`config.mk`:
```
export PLATFORM = sky130hd
export DESIGN_NAME = sorted_sequence_merge_core
export DESIGN_NICKNAME = d
export VERILOG_FILES = /design/src/hw/rtl/ssm_pkg.sv /design/src/hw/rtl/sorted_sequence_merge_core.sv /design/src/hw/rtl/ssm_ram.sv /design/src/hw/rtl/ssm_datapath.sv /design/src/hw/rtl/ssm_ctrl.sv
export SDC_FILE = /design/constraint.sdc
export NUM_CORES = 2
export LEC_CHECK = 0
export ABC_AREA = 1
export BUFFER_PORTS_ARGS = -buffer_cell sky130_fd_sc_hd__buf_2
export CAP_MARGIN = 20
export CORE_MARGIN = 2
export CORE_UTILIZATION = 35
export DETAILED_ROUTE_END_ITERATION = 10
export GPL_TIMING_DRIVEN = 0
export SLEW_MARGIN = 20
export SYNTH_ARGS = -nofsm -noshare
export SYNTH_HDL_FRONTEND = slang
export SYNTH_HIERARCHICAL = 1
export SYNTH_SLANG_ARGS = --single-unit
```
`constraint.sdc`:
```
create_clock -name clk_i -period 5.89 [get_ports clk_i]
set_input_delay 1.178 -clock clk_i [delete_from_list [all_inputs] [get_ports clk_i]]
set_output_delay 1.178 -clock clk_i [all_outputs]
set_load 0.02 [all_outputs]
```
`src/hw/rtl/ssm_pkg.sv`:
```
// Shared types for the sorted sequence merge block.
// Request and result payloads, op codes, and the controller/datapath link.
// No dependencies.
`timescale 1ns / 1ps
`default_nettype none

package ssm_pkg;

  localparam int unsigned ValueWidth = 32;

  typedef enum logic [1:0] {
    OP_APPEND_FIRST  = 2'd0,
    OP_APPEND_SECOND = 2'd1,
    OP_MERGE         = 2'd2,
    OP_NONE          = 2'd3
  } op_e;

  typedef struct packed {
    logic [1:0]                   op;
    logic signed [ValueWidth-1:0] value;
  } in_t;

  typedef struct packed {
    logic signed [ValueWidth-1:0] merged_value;
    logic                         from_second;
    logic                         last;
  } out_t;

  // Controller to datapath.
  typedef struct packed {
    logic wr_first;
    logic wr_second;
    logic step;
    logic clear;
  } cmd_t;

  // Datapath to controller.
  typedef struct packed {
    logic both_empty;
    logic at_last;
    logic out_free;
  } sts_t;

endpackage

`default_nettype wire

```
`src/hw/rtl/sorted_sequence_merge_core.sv`:
```
// Top level of the sorted sequence merge block.
// Depends on ssm_pkg, ssm_ctrl, ssm_datapath and ssm_ram.
//
// Appends (op 0 to the first, op 1 to the second sequence) are taken one per
// cycle while the input is not stalled; an append to a full sequence of
// DEPTH entries is dropped. A merge request (op 2) emits all stored elements
// as one run, ascending when both sequences are sorted, one result per cycle
// while the output is not stalled, with ties going to the second sequence and
// the final result marked by last; both sequences are then empty. The input
// stalls from the cycle after a merge request until the last result has
// entered the output register. The result rate is set by the single read
// port of each sequence store, which yields one head element per cycle. A
// merge of two empty sequences emits nothing. Op 3 is ignored.
`timescale 1ns / 1ps
`default_nettype none

module sorted_sequence_merge_core #(
  parameter int unsigned DEPTH = 32
) (
  input  wire logic         clk_i,
  input  wire logic         rst_ni,
  input  wire logic         in_valid_i,
  output logic              in_stall_o,
  input  wire ssm_pkg::in_t in_data_i,
  output logic              out_valid_o,
  input  wire logic         out_stall_i,
  output ssm_pkg::out_t     out_data_o
);
  import ssm_pkg::*;

  cmd_t cmd;
  sts_t sts;

  ssm_ctrl u_ctrl (
    .clk_i      (clk_i),
    .rst_ni     (rst_ni),
    .in_valid_i (in_valid_i),
    .op_i       (in_data_i.op),
    .in_stall_o (in_stall_o),
    .sts_i      (sts),
    .cmd_o      (cmd)
  );

  ssm_datapath #(.DEPTH(DEPTH)) u_datapath (
    .clk_i       (clk_i),
    .rst_ni      (rst_ni),
    .cmd_i       (cmd),
    .value_i     (in_data_i.value),
    .sts_o       (sts),
    .out_valid_o (out_valid_o),
    .out_stall_i (out_stall_i),
    .out_data_o  (out_data_o)
  );

  // A result is only produced when the output register can take it.
  assert property (@(posedge clk_i) disable iff (!rst_ni)
    cmd.step |-> (!out_valid_o || !out_stall_i))
    else $error("merge step while output register is occupied");

  // While a merge runs, at least one sequence still holds elements.
  assert property (@(posedge clk_i) disable iff (!rst_ni)
    in_stall_o |-> !sts.both_empty)
    else $error("merge running with both sequences empty");

  // The last element of a run releases the input and empties both stores.
  assert property (@(posedge clk_i) disable iff (!rst_ni)
    (cmd.step && sts.at_last) |=> (!in_stall_o && sts.both_empty &&
                                   out_valid_o && out_data_o.last))
    else $error("merge run did not finish cleanly");

  // Appends are never taken while a merge runs.
  assert property (@(posedge clk_i) disable iff (!rst_ni)
    (cmd.wr_first || cmd.wr_second) |-> !cmd.step)
    else $error("append overlapping a merge step");

endmodule

`default_nettype wire

```
`src/hw/rtl/ssm_ram.sv`:
```
// Generic single write port, single read port RAM with registered read data.
// No dependencies.
`timescale 1ns / 1ps
`default_nettype none

module ssm_ram #(
  parameter int unsigned WIDTH = 32,
  parameter int unsigned DEPTH = 32
) (
  input  wire logic                               clk_i,
  input  wire logic                               we_i,
  input  wire logic [(DEPTH > 1 ? $clog2(DEPTH) : 1)-1:0] waddr_i,
  input  wire logic [WIDTH-1:0]                   wdata_i,
  input  wire logic [(DEPTH > 1 ? $clog2(DEPTH) : 1)-1:0] raddr_i,
  output logic      [WIDTH-1:0]                   rdata_o
);

  logic [WIDTH-1:0] mem_q [DEPTH];

  always_ff @(posedge clk_i) begin
    if (we_i) begin
      mem_q[waddr_i] <= wdata_i;
    end
    rdata_o <= mem_q[raddr_i];
  end

endmodule

`default_nettype wire

```
`src/hw/rtl/ssm_datapath.sv`:
```
// Datapath of the sorted sequence merge: two sequence stores, fill counts,
// read pointers, head compare and the result register. Uses ssm_pkg, ssm_ram.
`timescale 1ns / 1ps
`default_nettype none

module ssm_datapath #(
  parameter int unsigned DEPTH = 32
) (
  input  wire logic                                clk_i,
  input  wire logic                                rst_ni,
  input  wire ssm_pkg::cmd_t                       cmd_i,
  input  wire logic signed [ssm_pkg::ValueWidth-1:0] value_i,
  output ssm_pkg::sts_t                            sts_o,
  output logic                                     out_valid_o,
  input  wire logic                                out_stall_i,
  output ssm_pkg::out_t                            out_data_o
);
  import ssm_pkg::*;

  localparam int unsigned AW = (DEPTH > 1) ? $clog2(DEPTH) : 1;
  localparam int unsigned CW = $clog2(DEPTH + 1);

  logic [CW-1:0] cnt1_q, cnt1_d, cnt2_q, cnt2_d;
  logic [CW-1:0] i_q, i_d, j_q, j_d;
  logic [AW-1:0] raddr1, raddr2;
  logic [ValueWidth-1:0] head1, head2;
  logic          take_first;
  logic [CW:0]   total, pos_next;
  logic          wr1, wr2;
  logic          out_valid_q, out_valid_d;
  out_t          out_q, out_d;

  assign wr1 = cmd_i.wr_first  && (cnt1_q < CW'(DEPTH));
  assign wr2 = cmd_i.wr_second && (cnt2_q < CW'(DEPTH));

  // The read address follows the next pointer (zero once it reaches DEPTH), so
  // the registered read data is the current head of each sequence.
  assign raddr1 = (i_d < CW'(DEPTH)) ? i_d[AW-1:0] : '0;
  assign raddr2 = (j_d < CW'(DEPTH)) ? j_d[AW-1:0] : '0;

  ssm_ram #(.WIDTH(ValueWidth), .DEPTH(DEPTH)) u_ram_first (
    .clk_i   (clk_i),
    .we_i    (wr1),
    .waddr_i (cnt1_q[AW-1:0]),
    .wdata_i (value_i),
    .raddr_i (raddr1),
    .rdata_o (head1)
  );

  ssm_ram #(.WIDTH(ValueWidth), .DEPTH(DEPTH)) u_ram_second (
    .clk_i   (clk_i),
    .we_i    (wr2),
    .waddr_i (cnt2_q[AW-1:0]),
    .wdata_i (value_i),
    .raddr_i (raddr2),
    .rdata_o (head2)
  );

  // Ties go to the second sequence.
  assign take_first = (i_q < cnt1_q) &&
                      ((j_q >= cnt2_q) || ($signed(head1) < $signed(head2)));
  assign total    = {1'b0, cnt1_q} + {1'b0, cnt2_q};
  assign pos_next = {1'b0, i_q} + {1'b0, j_q} + (CW+1)'(1);

  assign sts_o.both_empty = (cnt1_q == '0) && (cnt2_q == '0);
  assign sts_o.at_last    = (pos_next == total);
  assign sts_o.out_free   = !out_valid_q || !out_stall_i;

  always_comb begin
    cnt1_d      = cnt1_q;
    cnt2_d      = cnt2_q;
    i_d         = i_q;
    j_d         = j_q;
    out_valid_d = out_valid_q && out_stall_i;
    out_d       = out_q;
    if (wr1) begin
      cnt1_d = cnt1_q + CW'(1);
    end
    if (wr2) begin
      cnt2_d = cnt2_q + CW'(1);
    end
    if (cmd_i.step) begin
      out_valid_d        = 1'b1;
      out_d.merged_value = take_first ? head1 : head2;
      out_d.from_second  = !take_first;
      out_d.last         = sts_o.at_last;
      if (take_first) begin
        i_d = i_q + CW'(1);
      end else begin
        j_d = j_q + CW'(1);
      end
    end
    if (cmd_i.clear) begin
      cnt1_d = '0;
      cnt2_d = '0;
      i_d    = '0;
      j_d    = '0;
    end
  end

  always_ff @(posedge clk_i or negedge rst_ni) begin
    if (!rst_ni) begin
      cnt1_q      <= '0;
      cnt2_q      <= '0;
      i_q         <= '0;
      j_q         <= '0;
      out_valid_q <= 1'b0;
    end else begin
      cnt1_q      <= cnt1_d;
      cnt2_q      <= cnt2_d;
      i_q         <= i_d;
      j_q         <= j_d;
      out_valid_q <= out_valid_d;
    end
  end

  always_ff @(posedge clk_i) begin
    out_q <= out_d;
  end

  assign out_valid_o = out_valid_q;
  assign out_data_o  = out_q;

endmodule

`default_nettype wire

```
`src/hw/rtl/ssm_ctrl.sv`:
```
// Controller of the sorted sequence merge: decodes requests and sequences
// the merge run. Uses ssm_pkg.
`timescale 1ns / 1ps
`default_nettype none

module ssm_ctrl (
  input  wire logic          clk_i,
  input  wire logic          rst_ni,
  input  wire logic          in_valid_i,
  input  wire logic [1:0]    op_i,
  output logic               in_stall_o,
  input  wire ssm_pkg::sts_t sts_i,
  output ssm_pkg::cmd_t      cmd_o
);
  import ssm_pkg::*;

  typedef enum logic {
    ST_IDLE,
    ST_MERGE
  } state_e;

  state_e state_q, state_d;
  logic   stall_q, stall_d;
  logic   accept;

  assign accept = in_valid_i && !stall_q;

  always_comb begin
    cmd_o   = '0;
    state_d = state_q;
    case (state_q)
      ST_IDLE: begin
        if (accept) begin
          case (op_e'(op_i))
            OP_APPEND_FIRST:  cmd_o.wr_first  = 1'b1;
            OP_APPEND_SECOND: cmd_o.wr_second = 1'b1;
            OP_MERGE: begin
              // A merge of two empty sequences emits nothing.
              if (!sts_i.both_empty) begin
                state_d = ST_MERGE;
              end
            end
            default: ;
          endcase
        end
      end
      ST_MERGE: begin
        if (sts_i.out_free) begin
          cmd_o.step = 1'b1;
          if (sts_i.at_last) begin
            cmd_o.clear = 1'b1;
            state_d     = ST_IDLE;
          end
        end
      end
      default: state_d = ST_IDLE;
    endcase
    stall_d = (state_d != ST_IDLE);
  end

  always_ff @(posedge clk_i or negedge rst_ni) begin
    if (!rst_ni) begin
      state_q <= ST_IDLE;
      stall_q <= 1'b0;
    end else begin
      state_q <= state_d;
      stall_q <= stall_d;
    end
  end

  assign in_stall_o = stall_q;

endmodule

`default_nettype wire

```
==> results.md <==
* Status: finished, final reports clean
* Final worst path period share at 96.5%
* Core Box Area at 254,000 um2
* First-pass GRT wire length at between 400 and 500 mm
* First-pass DRT Iterations at 6
* Syn nets at 7,716
* YS warnings at 6
* CP most frequent cell: nand2_1
* Hpwl dp at 199 mm
* PortBufs at between 70 and 80
* Total number of vias at slightly above 60,000
* Post-synth top flop: edfxtp_1
* Pin count of the biggest net entering global routing at between 60 and 70
* RSZ-0062 raised after global routing: no
* Chip Width at between 500 and 600 um
* Layout area overhead at 15.9%
* Gr ovfl total at 0
* Hold-fix buffers at CTS at 0
* Cells after Synth at between 7,000 and 8,000
* Vias in the first global route at around 57,000
* Final nets at between 8,000 and 9,000
* Final ANT Viol Nets at 0
* Hold/Removal Path Class: in2async
* CP Capture Type: flip-flop
* Via density at 5.27
* Minimum clock period at around 5.7 ns
* Number of remaining DRC errors at 0
* Design area at approximately 100,000 um2
* Post-Syn Area at around 89,000 um2
* Filler cell count at around 24,000
* Post-synthesis sequential area ratio at between 70% and 80%
* Die ar. at between 200,000 and 300,000 um2
* Max H-tree Level at 4
* Worst skew pair latency at around 0.85 ns
* Initial antenna violation count at 10
* Average size of a mapped cell at 11.7 um2
* Post-CTS Setup Inserts at 0
* Slew Viols, Final at 0
* Worst-path clk slew at approximately 0.060 ns
* #FFs+latches synth at between 2,000 and 2,500
* Clk root buf: clkbuf_16
* EDFF count, synth at ~2,100
* Clock Skew at approximately 0.035 ns
* GP Congestion at between 1 and 1.5
* Post-DR wirelength/cell at 24.6 um
* Row count at between 150 and 200
* CP max FO at 10
* Count of cell types in the netlist at 38
* Highest Clock Rate at about 180 MHz
* Clock buffer depth at 3
* DRT iter0 DRCs at 7,419
* Commonest non-fill, non-tap cells in the layout: 2,991 x nand2_1, 2,082 x edfxtp_1, 1,586 x nand3_1
* Critical path data arrival time at about 6.4 ns
* CP max-delay cell: dfrtp_1
* Final Hold Viols at 0
* WL final at 284 mm
* CP Class: reg2reg
* Ports at 74
* TritonCTS clock tree: built
* Initial Util at approximately a third
* Final Setup Violations at 0
* Total track usage at a little over a fifth
* Layout cells sized above 1 at 11.3%
* Worst EP required at approximately 6.6 ns
* Slew @ Worst Pin at approximately 1.0 ns
* Worst rel slew slack at between 30% and 40%
* Placed Area at approximately 97,000 um2
* Max Cap Violations at 0
* Slowest stage delay, CP at between 0.4 and 0.5 ns
* Inserted Clock Buffers at between 200 and 250
* CTS sink cnt at between 2,000 and 2,500
* FFs w/ async S/R, synth at under 10%
* Critical Path Start Type: flip-flop
* Most common cell after layout, fill and taps aside: nand2_1
* Die Height at around 510 um
## cell type report
cell class / count / area, um2 / area share [%]
sequential: 2172 / 64500 / 62.3
multi-input combinational: 4876 / 21700 / 20.9
clock buffer: 281 / 5860 / 5.66
tap: 3366 / 4210 / 4.07
buffer: 447 / 3180 / 3.07
timing repair buffer: 176 / 2790 / 2.69
clock inverter: 112 / 828 / 0.800
inverter: 121 / 472 / 0.456
antenna: 15 / 37.5 / 0.0363
## logic make-up (layout without fill, tap and decap cells)
logic type / count (synthesis) / in the layout / synth area share [%]
buf+inv: 568 / 1137 / 4.07
flops: 2172 / 2172 / 72.2
other cells: 0 / 15 / 0
fa+ha+maj: 62 / 62 / 0.886
compound gates: 91 / 91 / 0.556
xor+xnor: 13 / 13 / 0.128
simple gates: 4710 / 4710 / 22.2
## worst max-delay path, delay by kind of cell, from the launching register on
kind,cells,cell delay (ns)
fa+ha+maj,2,0.64
xor+xnor,2,0.37
buf+inv,9,1.70
compound gates,1,0.32
flops,1,0.43
simple gates,14,2.00
## flip-flops by register name, indices dropped and copies added, names as in the netlist
signal                           flops
u_ctrl/in_stall_o                    1
u_datapath/cnt1_q                    6
u_datapath/cnt2_q                    6
u_datapath/i_q                       6
u_datapath/j_q                       6
u_datapath/out_data_o               34
u_datapath/out_valid_o               1
u_datapath/u_ram_first/mem_q      1024
u_datapath/u_ram_first/rdata_o      32
u_datapath/u_ram_second/mem_q     1024
u_datapath/u_ram_second/rdata_o     32
## per-stage QoR
| step | std cells | setup WS (ns) | TNS (ns) | hold slack (ns) | util, % |
|---|---|---|---|---|---|
| global placement | 11100 | -1.38 | -885.85 | 0.550 | 37.0 |
| CTS | 11600 | 0.177 | 0 | 0.369 | 40.7 |
| finish | 11600 | 0.209 | 0 | 0.370 | 40.8 |
| global route | 11600 | 0.00793 | 0 | 0.407 | 40.8 |
| detailed placement | 11200 | -0.350 | -10.82 | 0.562 | 38.1 |
| floorplan | 7616 | 1.80 | 0 | 0.507 | - |
## synthesized netlist by cell type, types with 3 or more instances
| cell type | count | area [um2] |
|---|---|---|
| clkbuf_1 | 50 | 188 |
| xor2_1 | 5 | 43.8 |
| nor4_1 | 4 | 25.0 |
| o21ai_1 | 33 | 165 |
| xnor2_1 | 8 | 70.1 |
| nand3_1 | 1586 | 7940 |
| dfrtp_1 | 26 | 651 |
| nand2_1 | 2991 | 11200 |
| inv_1 | 113 | 424 |
| o21ai_0 | 16 | 80.1 |
| nor2_1 | 93 | 349 |
| ha_1 | 60 | 751 |
| nand3b_1 | 3 | 22.5 |
| buf_2 | 169 | 846 |
| nor3_1 | 8 | 40.0 |
| a21oi_2 | 3 | 26.3 |
| a21oi_1 | 35 | 175 |
| nand3_2 | 3 | 30.0 |
| edfxtp_1 | 2082 | 62500 |
| buf_6 | 136 | 1530 |
| buf_4 | 50 | 375 |
| nor2_2 | 7 | 43.8 |
| nand4_1 | 9 | 56.3 |
| inv_2 | 5 | 18.8 |
| dfxtp_1 | 64 | 1280 |
| buf_8 | 6 | 90.1 |
| buf_1 | 36 | 135 |
## timing repair
| action | in CTS | in global routing |
|---|---|---|
| endpoints found under the setup margin | 64 | 20 |
| pin swaps | 0 | 0 |
| gates resized for setup | 3 | 9 |
## routing by layer
metal	track usage, %	part of all wire [%]
met1	29.3	41
met2	34.0	46
met3	3.75	8.9
met4	8.75	4.2
met5	0	0
## worst paths after layout
check | from | cells past startpoint | to | slack, ns
setup / recovery | u_datapath/i_q[0]$_DFF_PN0_ | 28 | u_datapath/u_ram_second/rdata_o[7]$_DFF_P_ | 0.21
hold / removal | rst_ni | 1 | u_datapath/out_valid_o$_DFF_PN0_ | 0.37
setup reg to reg | u_datapath/i_q[0]$_DFF_PN0_ | 28 | u_datapath/u_ram_second/rdata_o[7]$_DFF_P_ | 0.21
hold reg to reg | u_datapath/u_ram_first/rdata_o[9]$_DFF_P_ | 2 | u_datapath/out_data_o[11]$_DFFE_PP_ | 0.58
max in group asynchronous | rst_ni | 1 | u_datapath/cnt2_q[2]$_DFFE_PN0P_ | 5.00
min in group clk_i | u_datapath/u_ram_first/rdata_o[9]$_DFF_P_ | 2 | u_datapath/out_data_o[11]$_DFFE_PP_ | 0.58
Power is left out: the tool's default activity adds up to more than one toggle a clock period on the data nets, which glitch-free logic cannot reach.
